<file path="src/met_pkg.sv">
// Shared types and constants for the Mandelbrot escape-time unit.
`default_nettype none
package met_pkg;

    // Fixed-point format of z and c (signed Q4.28)
    localparam int FRAC_BITS   = 28;
    localparam int COUNT_WIDTH = 16;
    localparam int MAG_WIDTH   = 35;

    // Escape bound 4.0 in the scale of the floored |z|^2
    localparam logic [63:0] MAG_BOUND = 64'd4 << FRAC_BITS;

    typedef logic [COUNT_WIDTH-1:0] t_count;

    // One input word: the point c
    typedef struct packed {
        logic signed [31:0] c_real;
        logic signed [31:0] c_imag;
    } t_in_word;

    // One output word: count, last z and its squared magnitude
    typedef struct packed {
        t_count                 iteration_count;
        logic signed [31:0]     final_real;
        logic signed [31:0]     final_imag;
        logic [MAG_WIDTH-1:0]   magnitude_sq;
    } t_out_word;

    // Front-to-back queue handshake
    typedef struct packed {
        logic     valid;
        t_in_word word;
    } t_q_head;

endpackage
`default_nettype wire

</file>
<file path="src/met_queue.sv">
// Front end: input acceptance and the point queue feeding the iteration engine.
`default_nettype none
module met_queue
    import met_pkg::*;
#(
    parameter int DEPTH = 4
) (
    input  wire logic     i_clk,
    input  wire logic     i_rst_n,
    input  wire logic     i_in_valid,
    output logic          o_in_stall,
    input  wire t_in_word i_in_word,
    output t_q_head       o_head,
    input  wire logic     i_pop
);

    localparam int PW = (DEPTH > 1) ? $clog2(DEPTH) : 1;
    localparam int CW = $clog2(DEPTH + 1);
    localparam logic [PW-1:0] LAST_PTR = PW'(DEPTH - 1);
    localparam logic [CW-1:0] FULL_CNT = CW'(DEPTH);

    t_in_word        r_mem [DEPTH];
    logic [PW-1:0]   r_wr_ptr;
    logic [PW-1:0]   r_rd_ptr;
    logic [CW-1:0]   r_count;
    logic            w_push;
    logic            w_pop;

    assign o_in_stall  = (r_count == FULL_CNT);
    assign w_push      = i_in_valid && !o_in_stall;
    assign w_pop       = i_pop && (r_count != '0);
    assign o_head.valid = (r_count != '0);
    assign o_head.word  = r_mem[r_rd_ptr];

    // Storage: payload only, no reset
    always_ff @(posedge i_clk) begin
        if (w_push) begin
            r_mem[r_wr_ptr] <= i_in_word;
        end
    end

    // Pointers and fill count
    always_ff @(posedge i_clk) begin
        if (!i_rst_n) begin
            r_wr_ptr <= '0;
            r_rd_ptr <= '0;
            r_count  <= '0;
        end else begin
            if (w_push) begin
                r_wr_ptr <= (r_wr_ptr == LAST_PTR) ? '0 : r_wr_ptr + 1'b1;
            end
            if (w_pop) begin
                r_rd_ptr <= (r_rd_ptr == LAST_PTR) ? '0 : r_rd_ptr + 1'b1;
            end
            case ({w_push, w_pop})
                2'b10:   r_count <= r_count + 1'b1;
                2'b01:   r_count <= r_count - 1'b1;
                default: r_count <= r_count;
            endcase
        end
    end

endmodule
`default_nettype wire

</file>
<file path="config.mk">
export PLATFORM = sky130hd
export DESIGN_NAME = met_queue
export DESIGN_NICKNAME = d
export VERILOG_FILES = /design/src/met_pkg.sv /design/src/met_queue.sv
export SDC_FILE = /design/constraint.sdc
export NUM_CORES = 1
export LEC_CHECK = 0
export ABC_CLOCK_PERIOD_IN_PS = 5450
export BUFFER_PORTS_ARGS = -buffer_cell sky130_fd_sc_hd__buf_4
export CAP_MARGIN = 20
export CELL_PAD_IN_SITES_DETAIL_PLACEMENT = 1
export CELL_PAD_IN_SITES_GLOBAL_PLACEMENT = 1
export CORE_UTILIZATION = 30
export CTS_CLUSTER_DIAMETER = 120
export DETAILED_ROUTE_END_ITERATION = 8
export MAX_ROUTING_LAYER = met4
export PLACE_DENSITY_LB_ADDON = 0.1
export SLEW_MARGIN = 25
export SYNTH_ARGS = -nofsm -noshare
export SYNTH_HDL_FRONTEND = slang
export SYNTH_SLANG_ARGS = --single-unit
</file>
<file path="constraint.sdc">
create_clock -name i_clk -period 5.45 [get_ports i_clk]
set_input_delay 0.545 -clock i_clk [delete_from_list [all_inputs] [get_ports i_clk]]
set_output_delay 0.545 -clock i_clk [all_outputs]
set_load 0.02 [all_outputs]
</file>
# --- Word-level counts from Yosys, hierarchy flattened ---
# Memory sizes are Yosys's and may differ from the RTL's. A register that Yosys moved wholly into a read port is not among the register bits.
# Cells that the tools add are included.
op_classes:
  magnitude_cmp: 0
  div: 0
  n_addsub: 4
  n_shift: 0
  muxes: 7
  reduce_logical: 5
  n_mul: 0
  bitwise_logic: 0
  eq_ne: 5
op_table:
  columns: ["cell", "count"]
  rows:
  - ["2-to-1 mux 2 bit", 4]
  - ["== test 2 bit (second input constant)", 3]
  - ["one-hot mux 3 bit (2 select lines)", 1]
  - ["adder 2 x 1 -> 2 bit (second input constant)", 2]
  - ["adder 3 x 1 -> 3 bit (second input constant)", 1]
  - ["== test 3 bit (second input constant)", 1]
  - ["nonzero test 3 bit", 1]
  - ["subtractor 3 x 1 -> 3 bit (second input constant)", 1]
  - ["== test 2 x 1 -> 1 bit (second input constant)", 1]
  - ["logical AND 1 bit", 2]
  - ["2-to-1 mux 1 bit", 2]
  - ["nonzero test 2 bit", 1]
  - ["logical NOT 1 bit", 1]
totals:
  output_inout_bits: 66
  ramBits: 256
  in_bits: 68
  rom_bits: 0
  latch_bits: 0
  n_memories: 1
  wordCells: 25
  regBits: 7
memory_table:
  columns: ["name", "depth", "width", "rd", "rd_ports_with_merged_regs", "wr", "line_no", "text"]
  rows:
  - ["r_mem", 4, 64, 1, 1, 1, "met_queue.sv:22", "t_in_word r_mem [DEPTH];"]

# --- Longest topological paths before layout ---
# Gate-level depths: netlist of the first run.
depth:
  ltp_word: 5
  depth_mapped: 10
  mapped_depth_nobuf: 9

# --- Least setup slack after synthesis of the first run ---
# OpenSTA, ideal clock, no wires.
synth_timing:
  path_type: "input -> register"
  startpoint: "in i_in_valid"
  endpoint: "mem r_mem[0][0] (netlist bit) (enable)"
  t_arrival_ps: 2336
  setup_ps: 429
  path_slack_ps: 2685
  path_buffers: 1
  t_required_ps: 5021
  path_stages: 3
  path_cell_list: "nor2b_1 buf_2 and2_1"
synth_between:
  elab_chain_cells: 3
synth_rtl:
  columns: ["item", "line_no", "text"]
  rows:
  - ["from (decl)", "met_queue.sv:10", "input wire logic i_in_valid,"]
  - ["logical AND 1 bit", "met_queue.sv:30", "assign w_push = i_in_valid && !o_in_stall;"]
  - ["2-to-1 mux 1 bit", "met_queue.sv:37", "if (w_push) begin"]
  - ["2-to-1 mux 1 bit (implied by the code)", "met_queue.sv:38", "r_mem[r_wr_ptr] <= i_in_word;"]
  - ["to (decl)", "met_queue.sv:22", null]
# No other way between the ends.

==> results of run 1 <==
-- final timing paths --
| kind | cells past startpoint | slack (ns) | from | to |
|---|---|---|---|---|
| worst max-delay path | 4 | 2.26 | flip-flop | o_head[11] |
| worst min-delay path | 1 | 0.21 | i_in_word[61] | r_mem[1][61] |
| worst min register to register | 2 | 0.52 | r_wr_ptr[1] | r_wr_ptr[1] |
| worst max register to register | 4 | 2.86 | r_count[2] | r_mem[1][4] |
-- cell type report --
cell class                 count  area [um2]  share of cell area [%]
sequential                   265        7880                    64.7
tap                          435         544                    4.47
clock inverter                16        70.1                   0.576
timing repair buffer         141        1150                    9.44
clock buffer                  36         752                    6.18
multi-input combinational    102        1750                    14.4
antenna                        1        2.50                  0.0206
inverter                       7        26.3                   0.216
-- routing by layer --
| layer | track usage [%] | part of all wire [%] |
|---|---|---|
| met2 | 21.2 | 50 |
| met4 | 3.00 | 1.6 |
| met5 | - | 0 |
| met3 | 2.90 | 6.3 |
| met1 | 15.2 | 42 |
-- sequential cells by signal, summed over array words and instances, names as in the netlist, named ones only --
signal,cells
r_count,3
r_mem,256
r_rd_ptr,2
r_wr_ptr,2
-- logic make-up (layout without fill, tap and decap cells) --
group                    Yosys count  after routing  share of synthesized area (%)
XOR/XNOR                           2              2                          0.179
buffers and inverters             23            200                           2.05
adder cells (fa/ha/maj)            7              7                          0.970
multiplexers                      66             66                           15.1
AO/OA/AOI/OAI                      6              6                          0.357
other                              0              1                              0
flip-flops                       265            265                           80.2
AND/OR/NAND/NOR                   21             21                           1.15
-- where the power goes --
| part | switching [uW] | internal (uW) | leakage (uW) |
|---|---|---|---|
| clock | 731 | 967 | 0.000409 |
| sequential | 117 | 2470 | 0.00242 |
| combinational | 747 | 699 | 0.00121 |
-- cells in the mapped netlist (2+ instances only) --
cell and instances:
mux2i_1 2, ha_1 6, mux4_2 60, nand2_1 7, or3_1 2, nor2_1 2
buf_2 7, and2_1 6, dfxtp_1 9, o21ai_0 4, inv_1 7, mux4_1 4
edfxtp_1 256, buf_12 6, nand3_1 2
-- stage by stage --
step | hold WS (ns) | power, uW
detailed placement | 0.523 | 4130
global placement | 0.476 | 4060
floorplan | 0.468 | 3570
finish | 0.214 | 5730
CTS | 0.190 | 5840
global route | 0.191 | 6000
-- critical path: stages, from the launching register on --
cell and delay (ns):
dfxtp_4 0.67, buf_16 0.29, buf_4 0.39, mux4_2 0.56
buf_4 0.17
==> results.txt, run 1 <==
- Post-CTS Setup Bufs: 0
- # resized after CTS: 0
- Area of the placeable core: 0.0319 mm2
- For this run, the leading register cell type out of synthesis is edfxtp_1.
- Master cell of the clock root buffer: clkbuf_16
- Number of buffers created by CTS: 29
- Once placement completed, the tool counted placed cells totaling 950.
* RSZ-0062 raised after global routing: false
* Post-DR vias/cell: 4.42
- Summed negative setup slack over all endpoints: 0 ns
- The post-route netlist has 43.2% of its cells at a drive strength greater than 1.
- CP required: 4.91 ns
* Highest clock frequency the design can meet: 314 MHz
* Launching element type of the critical path: flip-flop
- Slack of the critical path: 2.26 ns
- The count of buffers added on input and output ports is 133.
- The synthesized design devotes to its leading area cell type 78.4% of total area.
* Vertical die dimension: 183 um
- Along the worst path, the maximum fanout reaches 26.
- In this run the static leakage power is 0.00404 uW.
- Fraction of the yosys area taken by sequential cells: 80.2%
- Count of unresolved DRC violations after routing: 0
- At the later pin of the worst-skew pair, clock insertion delay measures 0.53 ns.
* Site row count: 65
- HPWL after detailed placement: 11,900 um
- Setup violations remaining at the end of the flow were counted as 0.
* Total power density per cell area: 471 mW/mm2
- Count of TritonRoute iterations in the first routing pass: 4
- Synth top area cells: edfxtp_1 78%, mux4_2 14%, dfxtp_1 1.8%
- No sink is reached through more buffers than the 3 on the longest clock path.
- Area growth from synthesis to layout: 24.1%
* Routed Wire Length: 19,800 um
- Asr flop ratio synth: 0%
* Status: completed
- When the netlist entered floorplanning its net count stood at 465.
- Number of hold buffers added after CTS: 0
- At the pin with the least slew margin, the transition time is 0.818 ns.
* Avg Inst Size Synth: 25.1 um2
- Leaving out filler cells and counting taps, the final layout contains 1,003.
* Worst slack at placement: 2.67 ns
- For this design, the sink count on the clock tree is 265.
* VDD IR max: 0.211 mV
- Clock-pin slew on the worst setup and hold paths: 0.06 ns
* Die area: 0.0334 mm2
- The number of global-route vias before repair was 4,990.
* Number of enable flip-flop cells after synthesis: 256
- Number of register bits inferred by synthesis: 265
- TritonCTS built the clock tree.
- Global routing consumed, over all layers together, 12.5% of the routing resources.
- In this run the cell area of the synthesized design comes to 0.00981 mm2.
* Number of antenna violations at the first check in global routing: 1
- DRT antenna net count: 0
- edfxtp_1 takes more of the synthesized area than any other cell.
- Arrival time of the worst setup path: 2.64 ns
- The placed instances occupy a cell area of 0.0113 mm2.
- The number of different library cells used by synthesis comes to 25.
- The clock period could shrink to 3.19 ns.
- Routability congestion estimate from global placement: 0.670
- Entering global routing, the biggest net connects 41 pins.
* Vias: 4,434
* CP endpoint kind: primary output
* Most frequent cells in the layout: 256 x edfxtp_1, 135 x buf_4, 60 x mux4_2
- Leading cell type in the layout, fill and taps excluded: edfxtp_1
- The number of pins exceeding their max-slew limit in the final report came to 0.
* Setup Skew: 0.0115 ns
* Post-route clock period utilization: 58.5%
- Final nets: 621
- The first global-routing pass estimated 29,900 um of wire.
* Synth warnings: 0
- Depth of the CTS H-tree: 1
- Utilization of the core after routing: 38.2%
- After the first detailed-routing iteration, the DRC count stood at 212.
- In the synthesized netlist, the number of instances is 390.
- Critical path start-end classification: reg2out
- Initial core utilization: 30.8%
- After global routing the overflow that remains totals 0.
* Reported max-cap violation count: 0
* Filler cells: 3,102
- Endpoints failing hold: 0
* Max_slew headroom: 45.0%
- Post-route cell area: 0.0122 mm2
* Hold Crit Class: in2reg
* Average wire length per cell after detail routing: 19.8 um
* DIE WIDTH: 183 um
* IO Count: 134
Power figures use the tool's default switching activity.
==> run 2: changes to the inputs <==
--- a/config.mk
+++ b/config.mk
@@ -5,7 +5,7 @@
 export SDC_FILE = /design/constraint.sdc
 export NUM_CORES = 1
 export LEC_CHECK = 0
-export ABC_CLOCK_PERIOD_IN_PS = 5450
+export ABC_CLOCK_PERIOD_IN_PS = 3000
 export BUFFER_PORTS_ARGS = -buffer_cell sky130_fd_sc_hd__buf_4
 export CAP_MARGIN = 20
 export CELL_PAD_IN_SITES_DETAIL_PLACEMENT = 1
==> constraint.sdc (replaced) <==
create_clock -name i_clk -period 3 [get_ports i_clk]
set_input_delay 0.3 -clock i_clk [delete_from_list [all_inputs] [get_ports i_clk]]
set_output_delay 0.3 -clock i_clk [all_outputs]
set_load 0.02 [all_outputs]
==> run 2 against run 1 <==
  * Total power grew 91%
  * Final cell count grew 7.3%
  * Worst hold slack lost 0.15 ns
  * Die area is the same
  * Combinational power grew 92%
  * Critical endpoint is now o_head[28]
  * Largest cell class unchanged
==> results.txt, run 2 (same netlist as run 1, synthesis figures left out) <==
- The run finished with clean final reports.
- The number of sinks on the clock net is 265 (unchanged).
- The slew of the pin with the lowest slew margin was 0.550 ns (-0.268 ns).
- Based on the critical path, the design can be clocked at up to 393 MHz.
* Final nets: 691 (+11%)
* Switching share of power: 27.6% (-0.25 points)
* Endpoints failing hold: 0 (unchanged)
- The data arrival time of the worst path was 2.24 ns (-0.40 ns).
* IO Count: 134 (unchanged)
- The power share of the combinational group is 25.5% (+0.3 points).
- The aggregate routed wire length came to 20,800 um (+4.9%).
* Detailed Route Iter0 Violations: 290 (+37%)
- After layout, the worst path uses 84.7% of the clock period.
- The worst-case setup slack after placement came to 0.724 ns (-1.94 ns).
* Total power consumption of the routed design: 10,900 uW (+91%)
* Area of the placeable core: 0.0319 mm2 (unchanged)
- Largest net degree at the start of global routing: 41 (unchanged)
- Clock group share of total power: 31.8% (+2.2 points)
- Number of hold buffers added after CTS: 64 (+64)
- Vertical die dimension: 183 um (unchanged)
* Registers with the most flip-flops: r_mem (256), r_count (3)
* Count of TritonRoute iterations in the first routing pass: 4 (unchanged)
- The max-capacitance violation count was 0 (unchanged).
- Number of buffers created by CTS: 30 (+3.4%)
* RSZ-0062 raised after global routing: false
- The cell sitting at the root of the clock tree is a clkbuf_16.
* Die area: 0.0334 mm2 (unchanged)
- Vias: 4,739 (+6.9%)
- Count of unresolved DRC violations after routing: 0 (unchanged)
- Int Power: 7910 uW (+91%)
- In the layout the commonest cells are 256 x edfxtp_1, 138 x buf_4, 64 x dlygate4sd3_1.
* Clock period minus final worst setup slack: 2.54 ns
* Net switching power figure: 3020 uW (+89%)
* Depth of the CTS H-tree: 1 (unchanged)
* Sum of overflow across all layers after global routing: 0 (unchanged)
- Max-slew violation total from the final report: 0 (unchanged)
- Hold slack final: 0.0666 ns (-0.148 ns)
* Total power density per cell area: 841 mW/mm2 (+79%)
- The critical-path maximum fanout is 17 (-35%).
* Launching element type of the critical path: flip-flop
* Setup Skew: 0.0105 ns (-0.00101 ns)
- Slack of the critical path: 0.458 ns (-1.81 ns)
* Max_slew headroom: 63.0% (+18 points)
* Later-pin clock latency in the skew report: 0.55 ns (+0.02 ns)
- The number of setup violations in the final report came to 0 (unchanged).
- Summed negative setup slack over all endpoints: 0 ns (unchanged)
- Clock-pin slew on the worst setup and hold paths: 0.06 ns (about the same)
- Site row count: 65 (unchanged)
* HPWL after detailed placement: 12,800 um (+7.4%)
- The fraction of layout instances using a drive strength above 1 was 40.0% (-3.2 points).
* Number of flip-flops in the largest register: 256 (unchanged)
* DRT antenna net count: 0 (unchanged)
* Biggest cell delay along the critical path: 0.58 ns (-0.09 ns)
- CP endpoint kind: primary output
- Combined global-route utilization of all metal layers: 13.1% (+0.59 points)
* Area growth from synthesis to layout: 32.5%
* Initial core utilization: 30.8% (unchanged)
- # resized after CTS: 0 (unchanged)
- The share of total power in sequential cells is 42.6% (-2.5 points).
- Leading cell type in the layout, fill and taps excluded: edfxtp_1
* CP required: 2.70 ns (-2.21 ns)
* DP Area: 0.0114 mm2 (+0.42%)
- By startpoint and endpoint, the worst setup path is classified as reg2out.
- The worst path buffer plus inverter count came to 2 (-1).
- The post-route cell area was 0.0130 mm2 (+6.8%).
- The number of global-route vias before repair was 5,374 (+7.7%).
* Register with the most flip-flops: r_mem
- Number of antenna violations at the first check in global routing: 1 (unchanged)
* Leakage: 0.00440 uW (+8.9%)
* Kind of cell adding the most delay to the critical path: flip-flops
- Clk buf depth: 3 (unchanged)
* First-pass GRT wire length: 31,900 um (+6.7%)
* Average wire length per cell after detail routing: 19.3 um (-2.2%)
- The maximum vdd ir drop is 0.456 mV (+120%).
* Post-CTS Setup Bufs: 0 (unchanged)
* Routability congestion estimate from global placement: 0.714 (+6.6%)
- Traced cell by cell, the critical path runs through buf_4 > mux4_2 > buf_4.
- Post-DR vias/cell: 4.40 (-0.37%)
- The number of buffer cells added on primary ports is 133 (unchanged).
* Clock tree from TritonCTS: done
- The largest individual stage delay along the critical path comes from the cell dfxtp_4.
* Hold Crit Class: in2reg
- By instance count, the cell type seen most on the critical path is buf_4.
- The width of the die was 183 um (unchanged).
==> run 2: changes by cell type in the layout (fill, tap and decap cells not counted), moves of 3 or more <==
cell and delta:
buf_12 +4, buf_4 +3, clkbuf_8 +3, clkinv_1 -3, dlygate4sd3_1 +64
==> run 2: worst paths after layout <==
path / start / end / slack (ns) / depth (start not counted)
hold / removal: i_rst_n / r_count[0] / 0.07 / 2
setup / recovery: flip-flop / o_head[28] / 0.46 / 3
hold reg to reg: r_wr_ptr[1] / r_wr_ptr[1] / 0.53 / 2
setup reg to reg: r_count[2] / r_count[2] / 0.80 / 9
==> run 2: final cells by class <==
class | count | area, um2
clock inverter | 15 | 136
inverter | 7 | 26.3
timing repair buffer | 210 | 1840
tap | 435 | 544
antenna | 1 | 2.50
multi-input combinational | 102 | 1750
sequential | 265 | 7880
clock buffer | 41 | 822
fill | 3085 | 18900
==> run 2: routing by layer <==
layer	wire length [um]	GRT usage, %	vias to the layer above	part of all wire [%]
met5	0	-	-	0
li1	-	-	2105	-
met4	486	3.13	0	2.3
met2	10200	21.5	109	49
met1	9280	16.8	2492	45
met3	881	2.56	33	4.2
==> run 2: through the flow <==
stage / utilization, % / cells
floorplan: - / 390
global placement: 35.7 / 955
detailed placement: 35.7 / 955
CTS: 40.7 / 1075
global route: 40.7 / 1076
finish: 40.7 / 1076
==> run 2: power groups by stage <==
stage | registers [uW] | logic (uW) | clock network (uW)
floorplan | 4640 | 1840 | 0
global placement | 4720 | 2780 | 0
detailed placement | 4750 | 2800 | 0
CTS | 4680 | 2880 | 3580
global route | 4710 | 3000 | 3720
finish | 4660 | 2790 | 3480
